$ cat src/design/mcpe_pkg.sv
// shared types, constants and code tables of the morse pulse encoder
package mcpe_pkg;

   localparam int CHAR_W = 8;
   localparam int UNIT_W = 20;
   localparam int DUR_W  = 23;
   localparam int LEN_W  = 3;
   localparam int PAT_W  = 5;

   localparam logic [UNIT_W-1:0] UNIT_RESET  = 20'd250000;
   localparam logic [CHAR_W-1:0] CASE_OFFSET = 8'd32;

   localparam logic [CHAR_W-1:0] ASCII_SPACE   = 8'h20;
   localparam logic [CHAR_W-1:0] ASCII_ZERO    = 8'h30;
   localparam logic [CHAR_W-1:0] ASCII_NINE    = 8'h39;
   localparam logic [CHAR_W-1:0] ASCII_UPPER_A = 8'h41;
   localparam logic [CHAR_W-1:0] ASCII_UPPER_Z = 8'h5A;
   localparam logic [CHAR_W-1:0] ASCII_LOWER_A = 8'h61;
   localparam logic [CHAR_W-1:0] ASCII_LOWER_Z = 8'h7A;

   localparam logic [LEN_W-1:0] DIGIT_LEN = 3'd5;

   // bit i set: element i is a dash
   localparam logic [PAT_W-1:0] DIGIT_PATTERN [10] = '{
      5'b11111, 5'b11110, 5'b11100, 5'b11000, 5'b10000,
      5'b00000, 5'b00001, 5'b00011, 5'b00111, 5'b01111
   };

   localparam logic [LEN_W-1:0] LETTER_LEN [26] = '{
      3'd2, 3'd4, 3'd4, 3'd3, 3'd1, 3'd4, 3'd3, 3'd4, 3'd2, 3'd4,
      3'd3, 3'd4, 3'd2, 3'd2, 3'd3, 3'd4, 3'd4, 3'd3, 3'd3, 3'd1,
      3'd3, 3'd4, 3'd3, 3'd4, 3'd4, 3'd4
   };

   localparam logic [PAT_W-1:0] LETTER_PATTERN [26] = '{
      5'b00010, 5'b00001, 5'b00101, 5'b00001, 5'b00000, 5'b00100,
      5'b00011, 5'b00000, 5'b00000, 5'b01110, 5'b00101, 5'b00010,
      5'b00011, 5'b00001, 5'b00111, 5'b00110, 5'b01011, 5'b00010,
      5'b00000, 5'b00001, 5'b00100, 5'b01000, 5'b00110, 5'b01001,
      5'b01101, 5'b00011
   };

   typedef struct packed {
      logic             valid;
      logic             is_space;
      logic [LEN_W-1:0] len;
      logic [PAT_W-1:0] pattern;
   } code_type;

   typedef struct packed {
      logic             is_space;
      logic             gap;
      logic [LEN_W-1:0] len;
      logic [PAT_W-1:0] pattern;
   } desc_type;

   function automatic logic [CHAR_W-1:0] fold_char(input logic [CHAR_W-1:0] c);
      logic [CHAR_W-1:0] r;
      r = c;
      if (c >= ASCII_LOWER_A && c <= ASCII_LOWER_Z) begin
         r = c - CASE_OFFSET;
      end
      return r;
   endfunction

   function automatic code_type char_lookup(input logic [CHAR_W-1:0] c);
      code_type          r;
      logic [CHAR_W-1:0] off;
      r   = '0;
      off = '0;
      if (c >= ASCII_ZERO && c <= ASCII_NINE) begin
         off       = c - ASCII_ZERO;
         r.valid   = 1'b1;
         r.len     = DIGIT_LEN;
         r.pattern = DIGIT_PATTERN[off[3:0]];
      end else if (c >= ASCII_UPPER_A && c <= ASCII_UPPER_Z) begin
         off       = c - ASCII_UPPER_A;
         r.valid   = 1'b1;
         r.len     = LETTER_LEN[off[4:0]];
         r.pattern = LETTER_PATTERN[off[4:0]];
      end else if (c == ASCII_SPACE) begin
         r.valid    = 1'b1;
         r.is_space = 1'b1;
      end
      return r;
   endfunction

endpackage

$ cat src/design/mcpe_channels.sv
// valid/ready channel interfaces of the morse pulse encoder
interface mcpe_req_if;
   logic                      valid;
   logic                      ready;
   logic [mcpe_pkg::CHAR_W-1:0] char_code;

   modport source (output valid, output char_code, input ready);
   modport sink   (input valid, input char_code, output ready);
endinterface

interface mcpe_rsp_if;
   logic                     valid;
   logic                     ready;
   logic                     led_on;
   logic [mcpe_pkg::DUR_W-1:0] duration_ticks;
   logic                     last;

   modport source (output valid, output led_on, output duration_ticks, output last,
                   input ready);
   modport sink   (input valid, input led_on, input duration_ticks, input last,
                   output ready);
endinterface

interface mcpe_csr_if;
   logic                      valid;
   logic                      ready;
   logic [mcpe_pkg::UNIT_W-1:0] unit_ticks;

   modport source (output valid, output unit_ticks, input ready);
   modport sink   (input valid, input unit_ticks, output ready);
endinterface

$ cat src/design/morse_character_pulse_encoder_core.sv
// top level of the morse character pulse encoder
// the first interval of a character passes the queue, sequencer and output registers to rsp_port
// throughput: one interval per cycle while rsp_port is ready, one to eleven intervals a character
// characters that are dropped are never queued and take no back end time
// a two-entry queue lets the front take characters while the back still sends intervals
// reset: synchronous, clears queue, sequencer, output valid, previous char; presets unit length
module morse_character_pulse_encoder_core (
   input  logic       clock,
   input  logic       reset,
   mcpe_req_if.sink   req_port,
   mcpe_rsp_if.source rsp_port,
   mcpe_csr_if.sink   csr_port
);

   logic [mcpe_pkg::UNIT_W-1:0] unit_ticks_ff;
   logic [mcpe_pkg::UNIT_W-1:0] unit_ticks_in;
   logic                        q_ready;
   logic                        q_push;
   mcpe_pkg::desc_type          q_data;
   logic                        q_valid;
   mcpe_pkg::desc_type          q_head;
   logic                        q_pop;

   assign csr_port.ready = 1'b1;

   always_comb begin
      unit_ticks_in = (csr_port.valid && csr_port.ready) ? csr_port.unit_ticks : unit_ticks_ff;
   end

   always_ff @(posedge clock) begin
      if (reset) begin
         unit_ticks_ff <= mcpe_pkg::UNIT_RESET;
      end else begin
         unit_ticks_ff <= unit_ticks_in;
      end
   end

   mcpe_front u_front (
      .clock    (clock),
      .reset    (reset),
      .req_port (req_port),
      .q_ready  (q_ready),
      .q_push   (q_push),
      .q_data   (q_data)
   );

   mcpe_queue u_queue (
      .clock     (clock),
      .reset     (reset),
      .push      (q_push),
      .push_data (q_data),
      .pop       (q_pop),
      .not_full  (q_ready),
      .not_empty (q_valid),
      .head      (q_head)
   );

   mcpe_back u_back (
      .clock      (clock),
      .reset      (reset),
      .unit_ticks (unit_ticks_ff),
      .q_valid    (q_valid),
      .q_head     (q_head),
      .q_pop      (q_pop),
      .rsp_port   (rsp_port)
   );

endmodule

$ cat src/design/mcpe_front.sv
// front end: accepts characters, folds case, looks up the code, tracks the previous character
module mcpe_front (
   input  logic               clock,
   input  logic               reset,
   mcpe_req_if.sink           req_port,
   input  logic               q_ready,
   output logic               q_push,
   output mcpe_pkg::desc_type q_data
);

   logic [mcpe_pkg::CHAR_W-1:0] prev_ff;
   logic [mcpe_pkg::CHAR_W-1:0] prev_in;
   logic [mcpe_pkg::CHAR_W-1:0] folded;
   mcpe_pkg::code_type          code;
   logic                        accept;

   assign req_port.ready = q_ready;

   always_comb begin
      folded           = mcpe_pkg::fold_char(req_port.char_code);
      code             = mcpe_pkg::char_lookup(folded);
      accept           = req_port.valid && q_ready;
      q_push           = accept && code.valid;
      q_data.is_space  = code.is_space;
      q_data.gap       = (folded != prev_ff);
      q_data.len       = code.len;
      q_data.pattern   = code.pattern;
      prev_in          = q_push ? folded : prev_ff;
   end

   always_ff @(posedge clock) begin
      if (reset) begin
         prev_ff <= '0;
      end else begin
         prev_ff <= prev_in;
      end
   end

endmodule

$ cat src/design/mcpe_queue.sv
// two-entry descriptor queue between front and back
module mcpe_queue (
   input  logic               clock,
   input  logic               reset,
   input  logic               push,
   input  mcpe_pkg::desc_type push_data,
   input  logic               pop,
   output logic               not_full,
   output logic               not_empty,
   output mcpe_pkg::desc_type head
);

   mcpe_pkg::desc_type mem [2];
   logic               wr_ptr_ff;
   logic               wr_ptr_in;
   logic               rd_ptr_ff;
   logic               rd_ptr_in;
   logic [1:0]         count_ff;
   logic [1:0]         count_in;

   always_comb begin
      not_full  = (count_ff != 2'd2);
      not_empty = (count_ff != 2'd0);
      head      = mem[rd_ptr_ff];
      wr_ptr_in = push ? ~wr_ptr_ff : wr_ptr_ff;
      rd_ptr_in = pop ? ~rd_ptr_ff : rd_ptr_ff;
      count_in  = count_ff + {1'b0, push} - {1'b0, pop};
   end

   always_ff @(posedge clock) begin
      if (push) begin
         mem[wr_ptr_ff] <= push_data;
      end
   end

   always_ff @(posedge clock) begin
      if (reset) begin
         wr_ptr_ff <= 1'b0;
         rd_ptr_ff <= 1'b0;
         count_ff  <= '0;
      end else begin
         wr_ptr_ff <= wr_ptr_in;
         rd_ptr_ff <= rd_ptr_in;
         count_ff  <= count_in;
      end
   end

endmodule

$ cat src/design/mcpe_back.sv
// back end: steps through the intervals of one character into the output register
module mcpe_back (
   input  logic                        clock,
   input  logic                        reset,
   input  logic [mcpe_pkg::UNIT_W-1:0] unit_ticks,
   input  logic                        q_valid,
   input  mcpe_pkg::desc_type          q_head,
   output logic                        q_pop,
   mcpe_rsp_if.source                  rsp_port
);

   typedef enum logic [3:0] {
      PH_ON    = 4'b0001,
      PH_OFF   = 4'b0010,
      PH_SPACE = 4'b0100,
      PH_GAP   = 4'b1000
   } phase_type;

   typedef enum logic [1:0] {
      UNITS_ONE   = 2'd0,
      UNITS_TWO   = 2'd1,
      UNITS_THREE = 2'd2,
      UNITS_SIX   = 2'd3
   } units_type;

   phase_type                    phase_ff;
   phase_type                    phase_in;
   phase_type                    phase_next;
   logic [mcpe_pkg::LEN_W-1:0]   idx_ff;
   logic [mcpe_pkg::LEN_W-1:0]   idx_in;
   logic [mcpe_pkg::LEN_W-1:0]   idx_next;
   logic                         busy_ff;
   logic                         busy_in;
   mcpe_pkg::desc_type           desc_ff;
   mcpe_pkg::desc_type           desc_in;
   logic                         valid_ff;
   logic                         valid_in;
   logic                         led_ff;
   logic                         led_in;
   logic [mcpe_pkg::DUR_W-1:0]   dur_ff;
   logic [mcpe_pkg::DUR_W-1:0]   dur_in;
   logic                         last_ff;
   logic                         last_in;
   units_type                    units;
   logic                         led;
   logic                         done;
   logic                         last_elem;
   logic                         advance;
   logic                         emit;
   logic [mcpe_pkg::DUR_W-1:0]   u1;
   logic [mcpe_pkg::DUR_W-1:0]   u2;
   logic [mcpe_pkg::DUR_W-1:0]   u3;

   assign rsp_port.valid          = valid_ff;
   assign rsp_port.led_on         = led_ff;
   assign rsp_port.duration_ticks = dur_ff;
   assign rsp_port.last           = last_ff;

   always_comb begin
      last_elem  = ((idx_ff + 3'd1) == desc_ff.len);
      units      = UNITS_ONE;
      led        = 1'b0;
      done       = 1'b0;
      phase_next = phase_ff;
      idx_next   = idx_ff;
      unique case (phase_ff)
         PH_ON: begin
            led        = 1'b1;
            units      = desc_ff.pattern[idx_ff] ? UNITS_THREE : UNITS_ONE;
            phase_next = PH_OFF;
         end
         PH_OFF: begin
            if (last_elem) begin
               if (desc_ff.gap) begin
                  phase_next = PH_GAP;
               end else begin
                  done = 1'b1;
               end
            end else begin
               idx_next   = idx_ff + 3'd1;
               phase_next = PH_ON;
            end
         end
         PH_SPACE: begin
            units = UNITS_SIX;
            if (desc_ff.gap) begin
               phase_next = PH_GAP;
            end else begin
               done = 1'b1;
            end
         end
         PH_GAP: begin
            units = UNITS_TWO;
            done  = 1'b1;
         end
         default: begin
            done = 1'b1;
         end
      endcase
   end

   always_comb begin
      u1 = {{(mcpe_pkg::DUR_W - mcpe_pkg::UNIT_W){1'b0}}, unit_ticks};
      u2 = u1 << 1;
      u3 = u1 + u2;
      unique case (units)
         UNITS_ONE:   dur_in = u1;
         UNITS_TWO:   dur_in = u2;
         UNITS_THREE: dur_in = u3;
         UNITS_SIX:   dur_in = u3 << 1;
         default:     dur_in = u1;
      endcase
   end

   always_comb begin
      advance  = !valid_ff || rsp_port.ready;
      emit     = busy_ff && advance;
      q_pop    = q_valid && (!busy_ff || (emit && done));
      led_in   = led;
      last_in  = done;
      valid_in = emit || (valid_ff && !rsp_port.ready);
      desc_in  = q_pop ? q_head : desc_ff;
      if (q_pop) begin
         busy_in  = 1'b1;
         idx_in   = '0;
         phase_in = q_head.is_space ? PH_SPACE : PH_ON;
      end else if (emit) begin
         busy_in  = !done;
         idx_in   = idx_next;
         phase_in = phase_next;
      end else begin
         busy_in  = busy_ff;
         idx_in   = idx_ff;
         phase_in = phase_ff;
      end
   end

   always_ff @(posedge clock) begin
      desc_ff <= desc_in;
      if (emit) begin
         led_ff  <= led_in;
         dur_ff  <= dur_in;
         last_ff <= last_in;
      end
   end

   always_ff @(posedge clock) begin
      if (reset) begin
         busy_ff  <= 1'b0;
         valid_ff <= 1'b0;
         idx_ff   <= '0;
         phase_ff <= PH_ON;
      end else begin
         busy_ff  <= busy_in;
         valid_ff <= valid_in;
         idx_ff   <= idx_in;
         phase_ff <= phase_in;
      end
   end

endmodule

$ cat src/flat_wrapper.sv
// flat-port wrapper written by rule: the top's interface ports become plain ports
module morse_character_pulse_encoder_core_flat 
  (clock, reset, req_port_valid, req_port_char_code, req_port_ready, rsp_port_valid, rsp_port_led_on, rsp_port_duration_ticks, rsp_port_last, rsp_port_ready, csr_port_valid, csr_port_unit_ticks, csr_port_ready);
  mcpe_req_if req_port_i ();
  mcpe_rsp_if rsp_port_i ();
  mcpe_csr_if csr_port_i ();
  input  logic clock;
  input  logic reset;
  input wire logic [$bits(req_port_i.valid)-1:0] req_port_valid;
  input wire logic [$bits(req_port_i.char_code)-1:0] req_port_char_code;
  output wire logic [$bits(req_port_i.ready)-1:0] req_port_ready;
  output wire logic [$bits(rsp_port_i.valid)-1:0] rsp_port_valid;
  output wire logic [$bits(rsp_port_i.led_on)-1:0] rsp_port_led_on;
  output wire logic [$bits(rsp_port_i.duration_ticks)-1:0] rsp_port_duration_ticks;
  output wire logic [$bits(rsp_port_i.last)-1:0] rsp_port_last;
  input wire logic [$bits(rsp_port_i.ready)-1:0] rsp_port_ready;
  input wire logic [$bits(csr_port_i.valid)-1:0] csr_port_valid;
  input wire logic [$bits(csr_port_i.unit_ticks)-1:0] csr_port_unit_ticks;
  output wire logic [$bits(csr_port_i.ready)-1:0] csr_port_ready;
  assign req_port_i.valid = req_port_valid;
  assign req_port_i.char_code = req_port_char_code;
  assign req_port_ready = req_port_i.ready;
  assign rsp_port_valid = rsp_port_i.valid;
  assign rsp_port_led_on = rsp_port_i.led_on;
  assign rsp_port_duration_ticks = rsp_port_i.duration_ticks;
  assign rsp_port_last = rsp_port_i.last;
  assign rsp_port_i.ready = rsp_port_ready;
  assign csr_port_i.valid = csr_port_valid;
  assign csr_port_i.unit_ticks = csr_port_unit_ticks;
  assign csr_port_ready = csr_port_i.ready;
  morse_character_pulse_encoder_core u_core (.clock(clock), .reset(reset), .req_port(req_port_i), .rsp_port(rsp_port_i), .csr_port(csr_port_i));
endmodule
$ cat config.mk
export PLATFORM = sky130hd
export DESIGN_NAME = morse_character_pulse_encoder_core_flat
export DESIGN_NICKNAME = d
export VERILOG_FILES = /design/src/design/mcpe_pkg.sv /design/src/design/mcpe_channels.sv /design/src/design/morse_character_pulse_encoder_core.sv /design/src/design/mcpe_front.sv /design/src/design/mcpe_queue.sv /design/src/design/mcpe_back.sv /design/src/flat_wrapper.sv
export SDC_FILE = /design/constraint.sdc
export NUM_CORES = 1
export LEC_CHECK = 0
export BUFFER_PORTS_ARGS = -buffer_cell sky130_fd_sc_hd__buf_2
export CAP_MARGIN = 10
export CORE_ASPECT_RATIO = 0.5
export CORE_MARGIN = 4
export CORE_UTILIZATION = 55
export DETAILED_ROUTE_END_ITERATION = 6
export GPL_TIMING_DRIVEN = 0
export HOLD_SLACK_MARGIN = 0.1
export PLACE_DENSITY = 0.83
export SYNTH_ARGS = -nofsm -noshare
export SYNTH_HDL_FRONTEND = slang
export SYNTH_HIERARCHICAL = 1
export SYNTH_SLANG_ARGS = --single-unit
$ cat constraint.sdc
create_clock -name clock -period 11.94 [get_ports clock]
set_input_delay 3.582 -clock clock [delete_from_list [all_inputs] [get_ports clock]]
set_output_delay 3.582 -clock clock [all_outputs]
set_load 0.1 [all_outputs]
==> flow_summary.json <==
{
  "coreArea_mm2": 0.01101,
  "grt_util_all_layers": 0.2246,
  "diodes": 0,
  "portBuffers": 57,
  "synth_ff_type": "edfxtp_1",
  "synth_edf_count": 54,
  "post-route-util": 0.6337,
  "syn_area_mm2": 0.006226,
  "gr-total-overflow": 0,
  "synth_area_leader_cell": "edfxtp_1",
  "ir_worst_vdd_mv": 0.1100,
  "final_layout_size_suffix_gt1_frac": 0.1680,
  "fin_crit_ns": 6.853,
  "grt_pass1_wl_um": 24080,
  "grt_pass1_vias": 5018,
  "ant_nets": 0,
  "area.growth.synth_to_final_pct": 12.10,
  "dieArea_mm2": 0.01319,
  "syn_nets": 719,
  "gp_congestion": 0.9575,
  "hold_violations": 0,
  "clock-root-buffer": "clkbuf_16",
  "fin_skew_ns": 0.006562,
  "tightest_slew_ns": 1.080,
  "setup_viol": 0,
  "wl_per_cell_um": 16.88,
  "synth_cells": 653,
  "syn_avg_cell_area_um2": 9.534,
  "synthDistinctLibCells": 87,
  "final_max_slew_viol_count": 0,
  "clkTransAtPathRegs_ns": 0.07,
  "synth_top_area_frac": 0.2605,
  "maxClockFrequency_ghz": 0.1459,
  "drtPass1Iterations": 6,
  "tns_ns": 0,
  "hp-class": "reg2reg",
  "post_cts_buffers": 0,
  "setup.worst_path.end_class": "register",
  "maxCapViolCount": 0,
  "drc_errors": 0,
  "start_util": 0.5653,
  "dp_hpwl_um": 10520,
  "synth_area_leaders": "edfxtp_1, dfxtp_1, ha_1",
  "clock-sinks": 96,
  "fillers": 933,
  "cts_buffer_depth": 2,
  "cts_inserted_buffers": 9,
  "row_count": 27,
  "power.density_mw_per_mm2": 215.0,
  "crit_type": "in2reg",
  "crit_path_start_kind": "input port",
  "fin_nets": 787,
  "ys_async_sr_fraction": 0,
  "die_h_um": 83.24,
  "min_period_over_period": 0.5740,
  "cts_tree": "yes",
  "grt_max_degree": 26,
  "fp.dieW_um": 158.5,
  "rsz0062_at_grt": "false",
  "slew_headroom": 0.2790,
  "yosysMostFrequentCell": "nor2_1",
  "wl_um": 14700,
  "vias_per_cell": 6.025,
  "drt_iter0_markers": 542,
  "cts_resized": 0,
  "multiInputGateArea_mm2": 0.003483,
  "required_ns": 11.91,
  "vias": 5248,
  "regArea_mm2": 0.002462,
  "synth_seq_area_share": 0.3955,
  "ys_warn_count": 6,
  "worstSkewPairLatency_ns": 0.34,
  "leakage_nw": 2.798,
  "status": "complete, no violations",
  "synth_common_cells": "nor2_1, a21oi_1, edfxtp_1, nand2_1, dfxtp_1",
  "htree_levels": 3,
  "io_pins": 61,
  "crit_fanout": 10,
  "cp_data_arrival_time_ns": 6.83,
  "hold_buffers": 0,
  "synth_seq_cells": 96,
  "antenna_found_initial": 0,
  "power.total_mw": 1.500
}
per-layer routing:
metal,GRT usage,wire [um],vias to the layer above
li1,-,-,2545
met1,0.2943,6419,2470
met2,0.3781,7079,212
met3,0.04737,996,21
met4,0.05805,209,0
met5,0,0,-
power by group:
part | switching (mW) | internal, mW
Sequential | 0.0302 | 0.449
Clock | 0.128 | 0.150
Combinational | 0.549 | 0.194
path summary, 6_finish.rpt:
check / startpoint / slack, ns / cells after the start / to
setup / recovery: req_port_char_code[0] / 5.09 / 10 / u_core/u_queue/mem[0][4]$_DFFE_PP_
hold / removal: u_core/u_front/prev_ff[3]$_SDFFE_PP0P_ / 0.50 / 2 / u_core/u_front/prev_ff[3]$_SDFFE_PP0P_
setup reg to reg: u_core/unit_ticks_ff[1]$_SDFFE_PP0P_ / 8.96 / 9 / u_core/u_back/rsp_port.duration_ticks[15]$_DFFE_PP_
hold reg to reg: u_core/u_front/prev_ff[3]$_SDFFE_PP0P_ / 0.50 / 2 / u_core/u_front/prev_ff[3]$_SDFFE_PP0P_
state kept, by name, summed over array words and instances (netlist names), 2 cells and up, named ones only:
register                               flops
u_core/u_back/phase_ff                     4
u_core/u_front/prev_ff                     8
u_core/u_back/desc_ff                      9
u_core/unit_ticks_ff                      20
u_core/u_queue/count_ff                    2
u_core/u_back/idx_ff                       3
u_core/u_back/rsp_port.duration_ticks     23
u_core/u_queue/mem                        20
metrics by stage:
stage               cell area [um^2]  hold WS [ns]  instances  worst slack, ns
floorplan                       6226        0.4607        653            5.699
global placement                6693        0.4721        855            4.826
detailed placement              6693        0.4886        855            4.762
CTS                             6979        0.4999        871            5.124
global route                    6979        0.5125        871            4.810
finish                          6979        0.4983        871            5.087
logic make-up (layout without fill, tap and decap cells):
group | Yosys count | in the layout | synth area share
simple gates | 195 | 195 | 0.1606
other cells | 1 | 1 | 0.0006023
flops | 96 | 96 | 0.3955
xor+xnor | 39 | 39 | 0.06069
compound gates | 196 | 196 | 0.2098
mux | 36 | 36 | 0.06029
fa+ha+maj | 33 | 33 | 0.06752
buf+inv | 57 | 130 | 0.04502
layout by cell type (no fill, tap or decap), types with 19 or more instances in the layout:
master	instances
nor2_1	60
buf_2	71
dfxtp_1	42
mux2i_1	24
xor2_1	19
edfxtp_1	54
a21oi_1	54
o21ai_0	41
ha_1	32
inv_1	21
nand2_1	44
critical path, stage by stage:
cell      delay, ns
buf_2          0.16
buf_1          0.45
inv_1          0.24
ha_1           0.25
buf_4          0.16
nor4b_2        0.18
a21oi_2        0.23
o211ai_2       0.27
o21ai_2        0.51
nor2b_1        0.77
layout make-up:
cell class	count	share of cell area
timing repair buffer	57	0.04087
clock buffer	10	0.03424
clock inverter	6	0.006812
multi-input combinational	500	0.4991
buffer	36	0.02886
inverter	21	0.01129
sequential	96	0.3528
tap	145	0.02599
Note: power is estimated with default switching activity, not from simulation.
